$ cat src/rtl/core/crp_horner.sv
// ----------------------------------------------------------------------------
// crp_horner: one Horner step with the shared multiplier
// Computes R(h * t) + addend, with R rounding half up from Q16 scaling.
// ----------------------------------------------------------------------------
module crp_horner (
  input  logic signed [39:0] h,
  input  logic        [16:0] t,
  input  logic signed [39:0] addend,
  output logic signed [39:0] res
);
  logic signed [57:0] prod;
  logic signed [57:0] rnd;

  // Horner values stay within 40 bits for 32-bit points and t up to one.
  assign prod = h * $signed({1'b0, t});
  assign rnd  = prod + 58'sd32768;
  assign res  = 40'(rnd >>> 16) + addend;
endmodule

$ cat config.mk
export PLATFORM = sky130hd
export DESIGN_NAME = crp_horner
export DESIGN_NICKNAME = d
export VERILOG_FILES = /design/src/rtl/core/crp_horner.sv
export SDC_FILE = /design/constraint.sdc
export NUM_CORES = 2
export LEC_CHECK = 0
export BUFFER_PORTS_ARGS = -buffer_cell sky130_fd_sc_hd__buf_2
export CELL_PAD_IN_SITES_DETAIL_PLACEMENT = 1
export CELL_PAD_IN_SITES_GLOBAL_PLACEMENT = 1
export CORE_UTILIZATION = 41
export DETAILED_ROUTE_END_ITERATION = 6
export PLACE_DENSITY = 0.79
export SLEW_MARGIN = 0
export SYNTH_ARGS = -nofsm -noshare
export SYNTH_HDL_FRONTEND = slang
export SYNTH_SLANG_ARGS = --single-unit
$ cat constraint.sdc
create_clock -name vclk -period 16.2
set_input_delay 0.81 -clock vclk [all_inputs]
set_output_delay 0.81 -clock vclk [all_outputs]
set_load 0.1 [all_outputs]
==> qor.txt <==
Ys Warns: 0
Pins Over Slew Limit: 0
Worst-margin pin slew: 1.29 ns
DRC Markers: 49
Crit path DAT: 11.08 ns
DR vias/cell: 5.25
Post-Layout Inst Area: 0.0259 sq mm
Worst hold path class: input port to output port
Row cnt: 89
Final min period: 11.89 ns
Area growth from synthesis to layout: 5.12%
Sequential area share after synthesis: 0
CP startpoint kind: input port
Grt total ovfl: 0
Die area: 0.0610 sq mm
Setup bufs post-CTS: 0
Flip-flop and latch area: 0 sq um
Vias in the first global route: 22535
RSZ-0062 raised after global routing: no
WHS Path Cells: 3
Hold EP: res[0]
Yosys cell types: 60
Gr usage total: 0.259
Layout cells sized above 1: 0.0547
Overall routed net length: 75.6 mm
Cell Area, Placed: 0.0259 sq mm
Post-Layout Cell Count: 3577
Max cap viols: 0
Cells after synthesis: 2772
Final sequential cell count: 0
Mapped cell area: 0.0246 sq mm
Dpl cells: 3571
Top Ports: 137
CP max FO: 40
Max Freq: 84.1 MHz
Gpl congestion: 0.843
Final Setup Violations: 0
Crit path top cell by count: fa_1
Synthesized Nets: 3705
Total core area: 0.0591 sq mm
Iter 0 DRT Violations: 934
Routed len/inst: 21.1 um
CP Capture Type: output port
Final Hold Viols: 0
Die height: 247 um
DR vias: 18773
Initial core utilization: 0.416
Worst setup path class: input port to output port
Avg Inst Size Synth: 8.88 sq um
Max-slew headroom: 0.139
Setup TNS: 0 ns
# clk buffers: 0
Initial antenna violation count: 2
Final period util: 0.734
Status: finished with violations
Crit path max-delay cell type: buf_2
Post-cts sizing count: 0
First-pass GRT wire length: 122 mm
DP HPWL: 63.4 mm
Drt pass-1 iters: 7
# port buffers: 137
Largest net degree at the start of global routing: 42
Die Wd: 247 um
Nets: 3733
Remaining antenna violation count: 0
Failing checks: design-rule violations
CTS Hold Bufs: 0
Highest cell delay on the worst timing path: 0.84 ns
Worst Path Required: 15.39 ns
Hold Startpoint: addend[0]
-- worst max-delay path, delay by kind of cell --
kind / cells / cell delay (ns)
adders and majority gates: 8 / 3.80
muxes: 1 / 0.16
AOI/OAI and AO/OA: 11 / 3.30
xor gates and xnor gates: 2 / 0.41
buffers and inverters: 5 / 1.45
and+or+nand+nor: 6 / 1.10
-- metal layers --
layer | vias up | global-route usage | routed length, um
li1 | 8151 | - | -
met1 | 10010 | 0.331 | 30900
met2 | 493 | 0.469 | 39400
met3 | 117 | 0.0242 | 3580
met4 | 2 | 0.0574 | 1670
met5 | - | 0 | 9
-- Yosys cell counts (16+ instances only) --
| cell | n | share of area |
|---|---|---|
| clkbuf_1 | 112 | 0.017 |
| nand2_1 | 352 | 0.054 |
| ha_1 | 207 | 0.11 |
| nor2_1 | 33 | 0.0050 |
| fa_1 | 629 | 0.51 |
| xnor2_1 | 57 | 0.020 |
| and2_1 | 361 | 0.092 |
| o21a_1 | 16 | 0.0049 |
| o21ai_0 | 31 | 0.0063 |
| xor2_1 | 31 | 0.011 |
| nand3_1 | 17 | 0.0035 |
| inv_1 | 704 | 0.11 |
| a21o_1 | 28 | 0.0085 |
| a21oi_1 | 62 | 0.013 |
-- metrics by stage --
step	hold WS, ns	utilization	worst slack [ns]
floorplan	2.17	-	5.25
global placement	2.20	0.437	4.52
detailed placement	2.21	0.437	4.39
CTS	2.21	0.437	4.34
global route	2.22	0.437	3.82
finish	2.20	0.437	4.31
-- kinds of logic after synthesis --
family,share of synthesized area
buffers and inverters,0.124
XOR/XNOR,0.0313
multiplexers,0.000407
AND/OR/NAND/NOR,0.169
AO/OA/AOI/OAI,0.0577
adder cells (fa/ha/maj),0.617
-- how the worst max path moves through the flow --
stage | start | to | depth (start not counted) | slack (ns)
after global placement | t[9] | res[39] | 33 | 4.52
after CTS | t[9] | res[39] | 33 | 4.34
after detailed placement | t[9] | res[39] | 33 | 4.39
after floorplan | t[1] | res[33] | 31 | 5.25
final | t[9] | res[39] | 33 | 4.31
after global routing | t[9] | res[39] | 33 | 3.82
-- cell usage in the layout, fill, tap and decap left out, drive strengths merged, types with 2 or more instances in the layout --
cell type | Yosys | final
inv | 704 | 704
fa | 629 | 629
and2 | 361 | 361
nand2 | 352 | 352
ha | 207 | 207
buf | 0 | 138
a21oi | 64 | 64
xnor2 | 57 | 57
o21ai | 35 | 35
nor2 | 33 | 33
xor2 | 31 | 31
a21o | 28 | 28
nand3 | 17 | 17
o21a | 16 | 16
nor3 | 15 | 15
o21bai | 14 | 14
nor2b | 9 | 9
nand4 | 8 | 8
a31oi | 7 | 7
a211oi | 7 | 7
diode | 0 | 6
and3 | 5 | 5
nand2b | 5 | 5
o211ai | 5 | 5
a211o | 5 | 5
a221oi | 5 | 5
a2111oi | 4 | 4
o22ai | 3 | 3
a41oi | 3 | 3
o2111ai | 3 | 3
o31ai | 3 | 3
nand4b | 2 | 2
and4 | 2 | 2
or3 | 2 | 2
nor4b | 2 | 2
or2 | 2 | 2
or4 | 2 | 2
-- layout make-up --
cell class | count | area, sq um
fillers | 7010 | 33300
multi-input cells | 1956 | 21600
inverters | 704 | 2640
well taps | 773 | 967
repair buffers | 138 | 693
diodes | 6 | 15.0
